--- config.mk ---
export PLATFORM = sky130hd
export DESIGN_NAME = true_strength_index_stream_core
export DESIGN_NICKNAME = d
export VERILOG_FILES = /design/src/rtl/core/tsi_pkg.sv /design/src/rtl/core/true_strength_index_stream_core.sv
export SDC_FILE = /design/constraint.sdc
export NUM_CORES = 2
export LEC_CHECK = 0
export BUFFER_PORTS_ARGS = -buffer_cell sky130_fd_sc_hd__buf_2
export CORE_MARGIN = 2
export CORE_UTILIZATION = 39
export DETAILED_ROUTE_END_ITERATION = 6
export GPL_TIMING_DRIVEN = 0
export HOLD_SLACK_MARGIN = 0.03
export PLACE_DENSITY = 0.55
export SYNTH_ARGS = -nofsm -noshare
export SYNTH_HDL_FRONTEND = slang
export SYNTH_SLANG_ARGS = --single-unit
--- constraint.sdc ---
create_clock -name clk -period 23.5 [get_ports clk]
set_input_delay 1.175 -clock clk [delete_from_list [all_inputs] [get_ports clk]]
set_output_delay 1.175 -clock clk [all_outputs]
set_load 0.005 [all_outputs]
--- src/rtl/core/tsi_pkg.sv ---
package tsi_pkg;

    // Field and datapath widths
    localparam int PRICE_W = 32;
    localparam int ALPHA_W = 17;
    localparam int EMA_W   = 48;
    localparam int MOM_W   = 41;   // signed momentum, price delta shifted by 8
    localparam int AMOM_W  = 40;   // magnitude of the momentum
    localparam int DIFF_W  = 42;   // x - ema, both within +-2^40
    localparam int HALF_W  = 21;   // multiplier operand split
    localparam int PROD_W  = 38;   // one partial product
    localparam int ACC_W   = 59;   // full (x - ema) * alpha
    localparam int MAG_W   = 41;   // |num| and den, both at most 2^40
    localparam int Q_W     = 15;   // quotient bits below saturation
    localparam int NUM_W   = 56;   // |num| * 25600
    localparam int CNT_W   = 4;
    localparam int TSI_W   = 16;
    localparam int PC_W    = 5;

    // Constants
    localparam logic [ALPHA_W-1:0] ALPHA_ONE       = 17'd65536;
    localparam logic [ALPHA_W-1:0] LONG_ALPHA_RST  = 17'd5041;
    localparam logic [ALPHA_W-1:0] SHORT_ALPHA_RST = 17'd9362;
    localparam logic [Q_W-1:0]     PCT_Q8          = 15'd25600;
    localparam logic signed [TSI_W-1:0] TSI_FULL   = 16'sd25600;
    localparam logic [CNT_W-1:0]   DIV_STEPS_M1    = 4'd14;

    // Configuration register indexes
    localparam logic REG_LONG_ALPHA  = 1'b0;
    localparam logic REG_SHORT_ALPHA = 1'b1;

    // Sample phase
    localparam logic [1:0] PH_FIRST  = 2'd0;
    localparam logic [1:0] PH_SECOND = 2'd1;
    localparam logic [1:0] PH_RUN    = 2'd2;

    // Datapath operations
    typedef logic [3:0] op_t;
    localparam op_t OP_NOP      = 4'd0;
    localparam op_t OP_TAKE     = 4'd1;
    localparam op_t OP_DIFF     = 4'd2;
    localparam op_t OP_MUL_LO   = 4'd3;
    localparam op_t OP_MUL_HI   = 4'd4;
    localparam op_t OP_WB       = 4'd5;
    localparam op_t OP_DIV_PREP = 4'd6;
    localparam op_t OP_DIV_INIT = 4'd7;
    localparam op_t OP_DIV_STEP = 4'd8;
    localparam op_t OP_OUT      = 4'd9;

    // Average select
    typedef logic [1:0] sel_t;
    localparam sel_t SEL_LONG_NUM  = 2'd0;
    localparam sel_t SEL_LONG_DEN  = 2'd1;
    localparam sel_t SEL_SHORT_NUM = 2'd2;
    localparam sel_t SEL_SHORT_DEN = 2'd3;

    // Sequencer conditions
    typedef logic [2:0] cond_t;
    localparam cond_t C_NEVER    = 3'd0;
    localparam cond_t C_ALWAYS   = 3'd1;
    localparam cond_t C_NO_INPUT = 3'd2;
    localparam cond_t C_FIRST    = 3'd3;
    localparam cond_t C_SEEDED   = 3'd4;
    localparam cond_t C_CNT_NZ   = 3'd5;
    localparam cond_t C_OUT_BUSY = 3'd6;

    typedef logic [PC_W-1:0] pc_t;
    localparam pc_t ADDR_TAKE     = 5'd0;
    localparam pc_t ADDR_DIV_PREP = 5'd19;
    localparam pc_t ADDR_DIV_STEP = 5'd21;
    localparam pc_t ADDR_OUT      = 5'd22;

    // One control word: hold while wait_c, else jump on jump_c, else step
    typedef struct packed {
        op_t   op;
        sel_t  sel;
        cond_t wait_c;
        cond_t jump_c;
        pc_t   target;
    } ctrl_t;

    function automatic ctrl_t cw(input op_t op, input sel_t sel, input cond_t wait_c,
                                 input cond_t jump_c, input pc_t target);
        ctrl_t w;
        w.op     = op;
        w.sel    = sel;
        w.wait_c = wait_c;
        w.jump_c = jump_c;
        w.target = target;
        return w;
    endfunction

    // Program store
    function automatic ctrl_t ucode_rom(input pc_t addr);
        ctrl_t w;
        unique case (addr)
            5'd0:  w = cw(OP_TAKE,     SEL_LONG_NUM,  C_NO_INPUT, C_NEVER,  ADDR_TAKE);
            5'd1:  w = cw(OP_NOP,      SEL_LONG_NUM,  C_NEVER,    C_FIRST,  ADDR_TAKE);
            5'd2:  w = cw(OP_NOP,      SEL_LONG_NUM,  C_NEVER,    C_SEEDED, ADDR_DIV_PREP);
            // long numerator average
            5'd3:  w = cw(OP_DIFF,     SEL_LONG_NUM,  C_NEVER,    C_NEVER,  ADDR_TAKE);
            5'd4:  w = cw(OP_MUL_LO,   SEL_LONG_NUM,  C_NEVER,    C_NEVER,  ADDR_TAKE);
            5'd5:  w = cw(OP_MUL_HI,   SEL_LONG_NUM,  C_NEVER,    C_NEVER,  ADDR_TAKE);
            5'd6:  w = cw(OP_WB,       SEL_LONG_NUM,  C_NEVER,    C_NEVER,  ADDR_TAKE);
            // long denominator average
            5'd7:  w = cw(OP_DIFF,     SEL_LONG_DEN,  C_NEVER,    C_NEVER,  ADDR_TAKE);
            5'd8:  w = cw(OP_MUL_LO,   SEL_LONG_DEN,  C_NEVER,    C_NEVER,  ADDR_TAKE);
            5'd9:  w = cw(OP_MUL_HI,   SEL_LONG_DEN,  C_NEVER,    C_NEVER,  ADDR_TAKE);
            5'd10: w = cw(OP_WB,       SEL_LONG_DEN,  C_NEVER,    C_NEVER,  ADDR_TAKE);
            // short numerator average
            5'd11: w = cw(OP_DIFF,     SEL_SHORT_NUM, C_NEVER,    C_NEVER,  ADDR_TAKE);
            5'd12: w = cw(OP_MUL_LO,   SEL_SHORT_NUM, C_NEVER,    C_NEVER,  ADDR_TAKE);
            5'd13: w = cw(OP_MUL_HI,   SEL_SHORT_NUM, C_NEVER,    C_NEVER,  ADDR_TAKE);
            5'd14: w = cw(OP_WB,       SEL_SHORT_NUM, C_NEVER,    C_NEVER,  ADDR_TAKE);
            // short denominator average
            5'd15: w = cw(OP_DIFF,     SEL_SHORT_DEN, C_NEVER,    C_NEVER,  ADDR_TAKE);
            5'd16: w = cw(OP_MUL_LO,   SEL_SHORT_DEN, C_NEVER,    C_NEVER,  ADDR_TAKE);
            5'd17: w = cw(OP_MUL_HI,   SEL_SHORT_DEN, C_NEVER,    C_NEVER,  ADDR_TAKE);
            5'd18: w = cw(OP_WB,       SEL_SHORT_DEN, C_NEVER,    C_NEVER,  ADDR_TAKE);
            // ratio
            5'd19: w = cw(OP_DIV_PREP, SEL_SHORT_DEN, C_NEVER,    C_NEVER,  ADDR_TAKE);
            5'd20: w = cw(OP_DIV_INIT, SEL_SHORT_DEN, C_NEVER,    C_NEVER,  ADDR_TAKE);
            5'd21: w = cw(OP_DIV_STEP, SEL_SHORT_DEN, C_CNT_NZ,   C_NEVER,  ADDR_TAKE);
            5'd22: w = cw(OP_OUT,      SEL_SHORT_DEN, C_OUT_BUSY, C_ALWAYS, ADDR_TAKE);
            default: w = cw(OP_NOP,    SEL_LONG_NUM,  C_NEVER,    C_ALWAYS, ADDR_TAKE);
        endcase
        return w;
    endfunction

endpackage

--- src/rtl/core/true_strength_index_stream_core.sv ---
// True strength index over a stream of Q24.8 prices. Each transfer on the input side
// carries one price; the block keeps the previous price and four 48-bit averages of the
// momentum and its magnitude (long then short, weights set by long_alpha and short_alpha
// in Q0.16), and returns 100 * num / den as signed Q7.8, truncated toward zero and held
// to +-25600, or 0 when the denominator is zero. The first price after reset only loads
// the previous price and gives no result; the second seeds the averages and gives a
// result. A small microcode program runs one item at a time: four average updates, each
// multiplying x - ema by alpha in two 21-bit halves, then a 15-step restoring divider.
// The result sits in an output register, so the next price is taken while it waits.
// Write the alpha registers only while the block is idle.
module true_strength_index_stream_core (
    input  logic                                   clk,
    input  logic                                   rst_n,
    // input channel
    input  logic                                   in_valid,
    output logic                                   in_stall,
    input  logic [tsi_pkg::PRICE_W-1:0]            price,
    // output channel
    output logic                                   out_valid,
    input  logic                                   out_stall,
    output logic signed [tsi_pkg::TSI_W-1:0]       tsi_value,
    // configuration
    input  logic                                   cfg_we,
    input  logic                                   cfg_index,
    input  logic [tsi_pkg::ALPHA_W-1:0]            cfg_data
);

    // Sequencer
    tsi_pkg::pc_t   pc_reg, pc_next;
    tsi_pkg::ctrl_t ctrl;
    logic           in_transfer;
    logic           out_busy;
    logic           wait_hit, jump_hit;

    // Control state
    logic [1:0]                  phase_reg, phase_next;
    logic                        seed_reg, seed_next;
    logic [tsi_pkg::CNT_W-1:0]   cnt_reg, cnt_next;
    logic                        out_valid_reg, out_valid_next;
    logic [tsi_pkg::ALPHA_W-1:0] long_alpha_reg, short_alpha_reg;

    // Stream state
    logic [tsi_pkg::PRICE_W-1:0]      last_price_reg, last_price_next;
    logic signed [tsi_pkg::EMA_W-1:0] lnum_reg, lnum_next;
    logic signed [tsi_pkg::EMA_W-1:0] lden_reg, lden_next;
    logic signed [tsi_pkg::EMA_W-1:0] snum_reg, snum_next;
    logic signed [tsi_pkg::EMA_W-1:0] sden_reg, sden_next;

    // Working registers
    logic signed [tsi_pkg::MOM_W-1:0]  mom_reg, mom_next;
    logic [tsi_pkg::AMOM_W-1:0]        amom_reg, amom_next;
    logic signed [tsi_pkg::DIFF_W-1:0] diff_reg, diff_next;
    logic signed [tsi_pkg::ACC_W-1:0]  acc_reg, acc_next;
    logic [tsi_pkg::MAG_W-1:0]         mag_reg, mag_next;
    logic [tsi_pkg::MAG_W-1:0]         den_reg, den_next;
    logic                              neg_reg, neg_next;
    logic                              zden_reg, zden_next;
    logic                              sat_reg, sat_next;
    logic [tsi_pkg::MAG_W-1:0]         rem_reg, rem_next;
    logic [tsi_pkg::Q_W-1:0]           nlow_reg, nlow_next;
    logic [tsi_pkg::Q_W-1:0]           quo_reg, quo_next;
    logic signed [tsi_pkg::TSI_W-1:0]  tsi_reg, tsi_next;

    // Datapath nets
    logic signed [tsi_pkg::PRICE_W:0]    delta;
    logic [tsi_pkg::PRICE_W-1:0]         abs_delta;
    logic signed [tsi_pkg::MOM_W-1:0]    mom_in;
    logic [tsi_pkg::AMOM_W-1:0]          amom_in;
    logic signed [tsi_pkg::EMA_W-1:0]    ema_cur, x_cur, diff_full, snum_abs;
    logic [tsi_pkg::ALPHA_W-1:0]         alpha_sel, alpha_cl;
    logic [tsi_pkg::PROD_W-1:0]          lo_prod;
    logic signed [tsi_pkg::PROD_W:0]     hi_prod;
    logic signed [tsi_pkg::EMA_W-1:0]    ema_upd;
    logic [tsi_pkg::NUM_W-1:0]           num_prod;
    logic [tsi_pkg::MAG_W:0]             trial;
    logic                                trial_ge;
    logic [tsi_pkg::MAG_W:0]             trial_sub;
    logic signed [tsi_pkg::TSI_W-1:0]    q_mag, result;

    assign in_stall    = (pc_reg != tsi_pkg::ADDR_TAKE);
    assign in_transfer = in_valid && !in_stall;
    assign out_busy    = out_valid_reg && out_stall;
    assign out_valid   = out_valid_reg;
    assign tsi_value   = tsi_reg;

    // Control word fetch and branch resolution
    function automatic logic cond_eval(input tsi_pkg::cond_t c, input logic no_in,
                                       input logic first, input logic seeded,
                                       input logic cnt_nz, input logic busy);
        logic r;
        case (c)
            tsi_pkg::C_ALWAYS:   r = 1'b1;
            tsi_pkg::C_NO_INPUT: r = no_in;
            tsi_pkg::C_FIRST:    r = first;
            tsi_pkg::C_SEEDED:   r = seeded;
            tsi_pkg::C_CNT_NZ:   r = cnt_nz;
            tsi_pkg::C_OUT_BUSY: r = busy;
            default:             r = 1'b0;
        endcase
        return r;
    endfunction

    always_comb
    begin
        ctrl     = tsi_pkg::ucode_rom(pc_reg);
        wait_hit = cond_eval(ctrl.wait_c, !in_transfer, phase_reg == tsi_pkg::PH_SECOND,
                             seed_reg, cnt_reg != '0, out_busy);
        jump_hit = cond_eval(ctrl.jump_c, !in_transfer, phase_reg == tsi_pkg::PH_SECOND,
                             seed_reg, cnt_reg != '0, out_busy);
        if (wait_hit)
            pc_next = pc_reg;
        else if (jump_hit)
            pc_next = ctrl.target;
        else
            pc_next = pc_reg + 1'b1;
    end

    // Momentum from the new price
    always_comb
    begin
        delta     = $signed({1'b0, price}) - $signed({1'b0, last_price_reg});
        abs_delta = (price < last_price_reg) ? (last_price_reg - price) : (price - last_price_reg);
        mom_in    = $signed({delta, 8'b0});
        amom_in   = {abs_delta, 8'b0};
    end

    // Operand selection for the average being updated
    always_comb
    begin
        case (ctrl.sel)
            tsi_pkg::SEL_LONG_NUM:
            begin
                ema_cur   = lnum_reg;
                x_cur     = {{(tsi_pkg::EMA_W-tsi_pkg::MOM_W){mom_reg[tsi_pkg::MOM_W-1]}}, mom_reg};
                alpha_sel = long_alpha_reg;
            end
            tsi_pkg::SEL_LONG_DEN:
            begin
                ema_cur   = lden_reg;
                x_cur     = $signed({{(tsi_pkg::EMA_W-tsi_pkg::AMOM_W){1'b0}}, amom_reg});
                alpha_sel = long_alpha_reg;
            end
            tsi_pkg::SEL_SHORT_NUM:
            begin
                ema_cur   = snum_reg;
                x_cur     = lnum_reg;
                alpha_sel = short_alpha_reg;
            end
            default:
            begin
                ema_cur   = sden_reg;
                x_cur     = lden_reg;
                alpha_sel = short_alpha_reg;
            end
        endcase
        alpha_cl  = (alpha_sel > tsi_pkg::ALPHA_ONE) ? tsi_pkg::ALPHA_ONE : alpha_sel;
        diff_full = x_cur - ema_cur;
        lo_prod   = diff_reg[tsi_pkg::HALF_W-1:0] * alpha_cl;
        hi_prod   = $signed(diff_reg[tsi_pkg::DIFF_W-1:tsi_pkg::HALF_W])
                    * $signed({1'b0, alpha_cl});
        // floor of acc / 2^16 is an arithmetic shift
        ema_upd   = ema_cur + {{(tsi_pkg::EMA_W-(tsi_pkg::ACC_W-16)){acc_reg[tsi_pkg::ACC_W-1]}},
                               acc_reg[tsi_pkg::ACC_W-1:16]};
    end

    // Divider and result formatting
    always_comb
    begin
        snum_abs  = snum_reg[tsi_pkg::EMA_W-1] ? -snum_reg : snum_reg;
        num_prod  = mag_reg * tsi_pkg::PCT_Q8;
        trial     = {rem_reg, nlow_reg[tsi_pkg::Q_W-1]};
        trial_ge  = trial >= {1'b0, den_reg};
        trial_sub = trial - {1'b0, den_reg};
        q_mag     = sat_reg ? tsi_pkg::TSI_FULL : $signed({1'b0, quo_reg});
        if (zden_reg)
            result = '0;
        else if (neg_reg)
            result = -q_mag;
        else
            result = q_mag;
    end

    // Operation decode
    always_comb
    begin
        phase_next      = phase_reg;
        seed_next       = seed_reg;
        cnt_next        = cnt_reg;
        out_valid_next  = out_valid_reg && out_stall;
        last_price_next = last_price_reg;
        lnum_next       = lnum_reg;
        lden_next       = lden_reg;
        snum_next       = snum_reg;
        sden_next       = sden_reg;
        mom_next        = mom_reg;
        amom_next       = amom_reg;
        diff_next       = diff_reg;
        acc_next        = acc_reg;
        mag_next        = mag_reg;
        den_next        = den_reg;
        neg_next        = neg_reg;
        zden_next       = zden_reg;
        sat_next        = sat_reg;
        rem_next        = rem_reg;
        nlow_next       = nlow_reg;
        quo_next        = quo_reg;
        tsi_next        = tsi_reg;
        unique case (ctrl.op)
            tsi_pkg::OP_NOP:
            begin
            end
            tsi_pkg::OP_TAKE:
            begin
                if (in_transfer)
                begin
                    last_price_next = price;
                    mom_next        = mom_in;
                    amom_next       = amom_in;
                    seed_next       = (phase_reg == tsi_pkg::PH_SECOND);
                    if (phase_reg == tsi_pkg::PH_FIRST)
                        phase_next = tsi_pkg::PH_SECOND;
                    else if (phase_reg == tsi_pkg::PH_SECOND)
                    begin
                        phase_next = tsi_pkg::PH_RUN;
                        lnum_next  = {{(tsi_pkg::EMA_W-tsi_pkg::MOM_W){mom_in[tsi_pkg::MOM_W-1]}},
                                      mom_in};
                        snum_next  = {{(tsi_pkg::EMA_W-tsi_pkg::MOM_W){mom_in[tsi_pkg::MOM_W-1]}},
                                      mom_in};
                        lden_next  = $signed({{(tsi_pkg::EMA_W-tsi_pkg::AMOM_W){1'b0}}, amom_in});
                        sden_next  = $signed({{(tsi_pkg::EMA_W-tsi_pkg::AMOM_W){1'b0}}, amom_in});
                    end
                end
            end
            tsi_pkg::OP_DIFF:
                diff_next = diff_full[tsi_pkg::DIFF_W-1:0];
            tsi_pkg::OP_MUL_LO:
                acc_next = $signed({{(tsi_pkg::ACC_W-tsi_pkg::PROD_W){1'b0}}, lo_prod});
            tsi_pkg::OP_MUL_HI:
                acc_next = acc_reg + $signed({hi_prod[tsi_pkg::PROD_W-1:0],
                                              {tsi_pkg::HALF_W{1'b0}}});
            tsi_pkg::OP_WB:
            begin
                case (ctrl.sel)
                    tsi_pkg::SEL_LONG_NUM:  lnum_next = ema_upd;
                    tsi_pkg::SEL_LONG_DEN:  lden_next = ema_upd;
                    tsi_pkg::SEL_SHORT_NUM: snum_next = ema_upd;
                    default:                sden_next = ema_upd;
                endcase
            end
            tsi_pkg::OP_DIV_PREP:
            begin
                mag_next  = snum_abs[tsi_pkg::MAG_W-1:0];
                neg_next  = snum_reg[tsi_pkg::EMA_W-1];
                zden_next = sden_reg[tsi_pkg::EMA_W-1] || (sden_reg == '0);
                den_next  = sden_reg[tsi_pkg::MAG_W-1:0];
            end
            tsi_pkg::OP_DIV_INIT:
            begin
                sat_next  = (mag_reg >= den_reg);
                rem_next  = num_prod[tsi_pkg::NUM_W-1:tsi_pkg::Q_W];
                nlow_next = num_prod[tsi_pkg::Q_W-1:0];
                quo_next  = '0;
                cnt_next  = tsi_pkg::DIV_STEPS_M1;
            end
            tsi_pkg::OP_DIV_STEP:
            begin
                rem_next  = trial_ge ? trial_sub[tsi_pkg::MAG_W-1:0] : trial[tsi_pkg::MAG_W-1:0];
                nlow_next = {nlow_reg[tsi_pkg::Q_W-2:0], 1'b0};
                quo_next  = {quo_reg[tsi_pkg::Q_W-2:0], trial_ge};
                cnt_next  = cnt_reg - 1'b1;
            end
            tsi_pkg::OP_OUT:
            begin
                if (!out_busy)
                begin
                    out_valid_next = 1'b1;
                    tsi_next       = result;
                end
            end
            default:
            begin
            end
        endcase
    end

    // Control and stream state
    always_ff @(posedge clk or negedge rst_n)
    begin
        if (!rst_n)
        begin
            pc_reg          <= tsi_pkg::ADDR_TAKE;
            phase_reg       <= tsi_pkg::PH_FIRST;
            seed_reg        <= 1'b0;
            cnt_reg         <= '0;
            out_valid_reg   <= 1'b0;
            last_price_reg  <= '0;
            lnum_reg        <= '0;
            lden_reg        <= '0;
            snum_reg        <= '0;
            sden_reg        <= '0;
        end
        else
        begin
            pc_reg          <= pc_next;
            phase_reg       <= phase_next;
            seed_reg        <= seed_next;
            cnt_reg         <= cnt_next;
            out_valid_reg   <= out_valid_next;
            last_price_reg  <= last_price_next;
            lnum_reg        <= lnum_next;
            lden_reg        <= lden_next;
            snum_reg        <= snum_next;
            sden_reg        <= sden_next;
        end
    end

    // Configuration registers
    always_ff @(posedge clk or negedge rst_n)
    begin
        if (!rst_n)
        begin
            long_alpha_reg  <= tsi_pkg::LONG_ALPHA_RST;
            short_alpha_reg <= tsi_pkg::SHORT_ALPHA_RST;
        end
        else if (cfg_we)
        begin
            case (cfg_index)
                tsi_pkg::REG_LONG_ALPHA:  long_alpha_reg  <= cfg_data;
                tsi_pkg::REG_SHORT_ALPHA: short_alpha_reg <= cfg_data;
            endcase
        end
    end

    // Working registers
    always_ff @(posedge clk)
    begin
        mom_reg  <= mom_next;
        amom_reg <= amom_next;
        diff_reg <= diff_next;
        acc_reg  <= acc_next;
        mag_reg  <= mag_next;
        den_reg  <= den_next;
        neg_reg  <= neg_next;
        zden_reg <= zden_next;
        sat_reg  <= sat_next;
        rem_reg  <= rem_next;
        nlow_reg <= nlow_next;
        quo_reg  <= quo_next;
        tsi_reg  <= tsi_next;
    end

`ifndef NO_ASSERTIONS
    // a result is only loaded from the output step of the program
    a_out_from_program: assert property (@(posedge clk) disable iff (!rst_n)
        $rose(out_valid_reg) |-> ($past(pc_reg) == tsi_pkg::ADDR_OUT))
        else $error("result loaded outside the output step");

    // delivered index stays within +-100 percent
    a_out_range: assert property (@(posedge clk) disable iff (!rst_n)
        out_valid_reg |-> ((tsi_reg <= tsi_pkg::TSI_FULL) && (tsi_reg >= -tsi_pkg::TSI_FULL)))
        else $error("index out of range");

    // magnitude averages never go negative
    a_den_sign: assert property (@(posedge clk) disable iff (!rst_n)
        !lden_reg[tsi_pkg::EMA_W-1] && !sden_reg[tsi_pkg::EMA_W-1])
        else $error("denominator average went negative");

    // restoring divider keeps its remainder below the divisor
    a_div_rem: assert property (@(posedge clk) disable iff (!rst_n)
        ((pc_reg == tsi_pkg::ADDR_DIV_STEP) && !sat_reg && !zden_reg) |-> (rem_reg < den_reg))
        else $error("divider remainder not below divisor");
`endif

endmodule
==> impl_summary.md <==
Cells and area
Across the whole layout, storage elements account for 0.0161 mm². The library cell used most frequently in the layout, excluding fill and tap cells, is nand2_1. The ratio of cells with drive above 1 in the final layout is 0.0491. For this run, the number of standard cells in the final layout without fillers is 10.2k.

The multi-input gate area in the final layout is 0.0462 mm². The top cell types in the final layout, fill and taps aside, are 1189 x nand2_1, 1173 x inv_1, 675 x fa_1, 616 x ha_1, 397 x a21oi_1. The final layout contains 9209 nets.

Relative to the synthesized area, the layout overhead comes to 8.63%. For this run, the share of the core covered by cells in the final layout is 0.425. The number of filler instances in the final layout is 17.3k.

Route
After detailed routing, the number of remaining DRC violations is 0. After detailed routing, the average wire length per cell comes to 22.0 µm. The routed wire length is 226000 µm.

The DRC marker count from the first detailed-route iteration is 4501. The detailed-routing iteration count for the pre-antenna-repair pass is 5. The detail route stage leaves a number of antenna-violating nets equal to 0. The via count normalized by instance count is 5.40. The via total after detailed routing is 55.3k.

Logic synthesis
The count of cell types in the netlist is 91. Sorting the synthesized cells by area gives the leading types as fa_1 20%, edfxtp_1 14%, ha_1 11%, dfrtp_1 9.5%, nand2_1 6.6%. The number of warnings printed during yosys synthesis is 0. The predominant post-synthesis flop cell is edfxtp_1. The library cell occupying the most area in the post-synthesis netlist is fa_1. The xor/xnor cell area share of the yosys netlist is 0.0448. The multiplexer area fraction after synthesis is 0.0269.

In this run, synthesis inferred 311 flip-flops with an integrated enable. Of the total synthesized cell area, the portion taken by full adders, half adders and majority gates is 0.312. The average size of a mapped cell is 8.82 µm².

Of the total synthesized cell area, the portion taken by AND, OR, NAND and NOR gates is 0.167. Of the post-synthesis cell area, the dominant cell type holds 0.199. The post-synthesis async set-or-reset flop share is 0.466. The post-synthesis sequential element count is 582. The netlist area before placement is 0.0680 mm². The number of instances in the synthesized netlist is 7707.

The compound-gate portion of the synthesized area is 0.128. Synthesis produced a netlist with a net count of 9053. The sequential share of the synthesized area is 0.237.

After synthesis, the largest family of logic cells by area is adder cells.

STA
Between clock sinks in the finished design, the worst skew comes to 0.0421 ns. The post-route minimum period is 13.47 ns. The sum of negative setup slack is 0 ns.

Static timing analysis puts the maximum clock frequency at 74.2 MHz. Measured against its own limit, the worst slew margin works out to -0.0330. The number of endpoints with negative hold slack in the final report is 0. The share of the cycle needed by the critical path after routing is 0.573. The count of endpoints failing setup in the final report is 0. The count of pins over their slew limit is 7. The transition at the pin with the smallest max-transition slack is 1.55 ns.

Setup repair after global routing left no endpoint under its margin.

Clock tree
The root buffer cell is clkbuf_16. Buffers added to address setup during post-CTS repair amount to 0. The clock tree buffer depth is 3. Clock tree synthesis found a total of 582 sinks.

In this run, CTS created clock tree buffers numbering 73. The TritonCTS clock tree is done. The count of H-tree levels built during CTS is 3.

The clock transition at the registers of the reported paths is 0.06 ns. Post-CTS repair changed the size of 0 cells. For the worst-skew pair, the clock arrives at the later sink with an insertion delay of 0.69 ns.

In this run, post-CTS hold repair placed 0 buffers.

Critical path
The most numerous cell type found on the critical path is fa_1. The worst reg-to-reg path cell count is 37. The worst register-to-register path has a setup slack of 10.03 ns.

The worst register-to-register path begins at pc_reg[2]. Tracing the worst setup path back leads to its startpoint at pc_reg[2]. The worst setup path is captured at a flip-flop. In this run the critical register-to-register path is captured at acc_reg[58]. The highest cell delay on the worst timing path is 1.22 ns. Among all stages on the critical path, the largest delay is contributed by a21oi_1. Of all nets on the critical path, the largest fanout is 10. Data on the critical path is required at its endpoint by 23.91 ns. The worst endpoint data arrival time is 13.89 ns. By startpoint and endpoint, the worst setup path is classified as flip-flop to flip-flop. The worst setup path is launched from a flip-flop. The critical path ends at acc_reg[58].

Outcome
The final reports fail on capacitance limit, slew limit. The run finished, with violations left.

Floorplanning
From left edge to right edge, the die measures 422 µm. The die covers 0.178 mm². The I/O pin count is 73. The effective utilization at floorplan is 0.392. The core region is 0.174 mm². The height of the die is 422 µm.

The site row count is 153.

Global route
The global-route usage over all layers is 0.254. The wire length of the first global-routing pass is 346000 µm. The aggregate global routing overflow is 0. The number of global-route vias before repair is 55.4k. The maximum number of pins on one net before global-route repair is 103. The initial antenna violation count came to 12.

Min path
In this run the worst hold path is classified as flip-flop to flip-flop.

Run
The number of max-capacitance violations reported is 2.

Place
The count of port buffers added during placement is 72. The weighted congestion reported at the end of routability-driven placement is 0.979. Detailed placement finished with a half-perimeter wire length of 184000 µm. Once placement completed, the tool counted placed cells totaling 10.1k.
logic make-up after synthesis:
kind of cell | count (synthesis)
compound gates | 1392
xor+xnor | 348
fa+ha+maj | 1291
buf+inv | 1503
flops | 582
mux | 171
simple gates | 2420
synthesized netlist by cell type (18+ instances only):
cell and instances:
buf_1 39, o21ai_0 352, nor3_1 80, a21boi_0 18, mux2_2 96, nor2b_1 36
nand4_1 52, nor2_1 272, xor2_1 123, a211oi_1 46, o21a_1 52, and2_1 386
edfxtp_1 311, nand2b_1 48, a21o_1 164, o21bai_1 45, nor4_1 35, and3_1 72
nand2_1 1189, o31ai_1 32, or2_2 18, dfrtp_1 259, o211ai_1 28, a31oi_1 83
mux2i_1 75, fa_1 675, inv_1 1173, xnor2_1 225, buf_2 19, ha_1 616
nand3_1 152, clkbuf_1 265, a21oi_1 399
worst min path at each step:
stage,startpoint,end,cells past startpoint
after floorplan,phase_reg[1],phase_reg[1],1
after global placement,phase_reg[1],phase_reg[1],1
after detailed placement,lnum_reg[7],lnum_reg[7],2
after CTS,phase_reg[0],phase_reg[0],1
after global routing,cnt_reg[3],cnt_reg[3],1
final,phase_reg[0],phase_reg[0],1
critical path, delay by kind of cell, from the launching register on:
family | cells | cell delay [ns]
flip-flops | 1 | 0.42
buffers and inverters | 8 | 2.75
adder cells (fa/ha/maj) | 9 | 3.89
AND/OR/NAND/NOR | 8 | 1.45
AO/OA/AOI/OAI | 11 | 4.51
XOR/XNOR | 1 | 0.16
metal layers:
metal	global-route usage	vias to the layer above	wire length [µm]
li1	-	25700	-
met1	0.353	27500	101000
met2	0.396	1691	100000
met3	0.0349	366	14000
met4	0.108	12	10700
met5	0	-	87
through the flow:
stage | hold WS [ns] | setup WS [ns] | area (µm²)
6_report | 0.485 | 10.03 | 73900
5_1_grt | 0.507 | 9.43 | 73800
4_1_cts | 0.481 | 10.23 | 73800
3_5_place_dp | 0.466 | 10.28 | 71400
3_3_place_gp | 0.455 | 10.33 | 71300
2_1_floorplan | 0.439 | 13.97 | 68000
final cells by class:
| cell class | count | share of cell area |
|---|---|---|
| antenna | 2 | 0.0000678 |
| buffer | 329 | 0.0175 |
| clock buffer | 102 | 0.0278 |
| clock inverter | 31 | 0.00461 |
| inverter | 1174 | 0.0597 |
| multi-input combinational | 5622 | 0.625 |
| sequential | 582 | 0.218 |
| tap | 2325 | 0.0394 |
| timing repair buffer | 81 | 0.00706 |
Power is left out: the tool's default activity adds up to more than one toggle a clock period on the data nets, which glitch-free logic cannot reach.
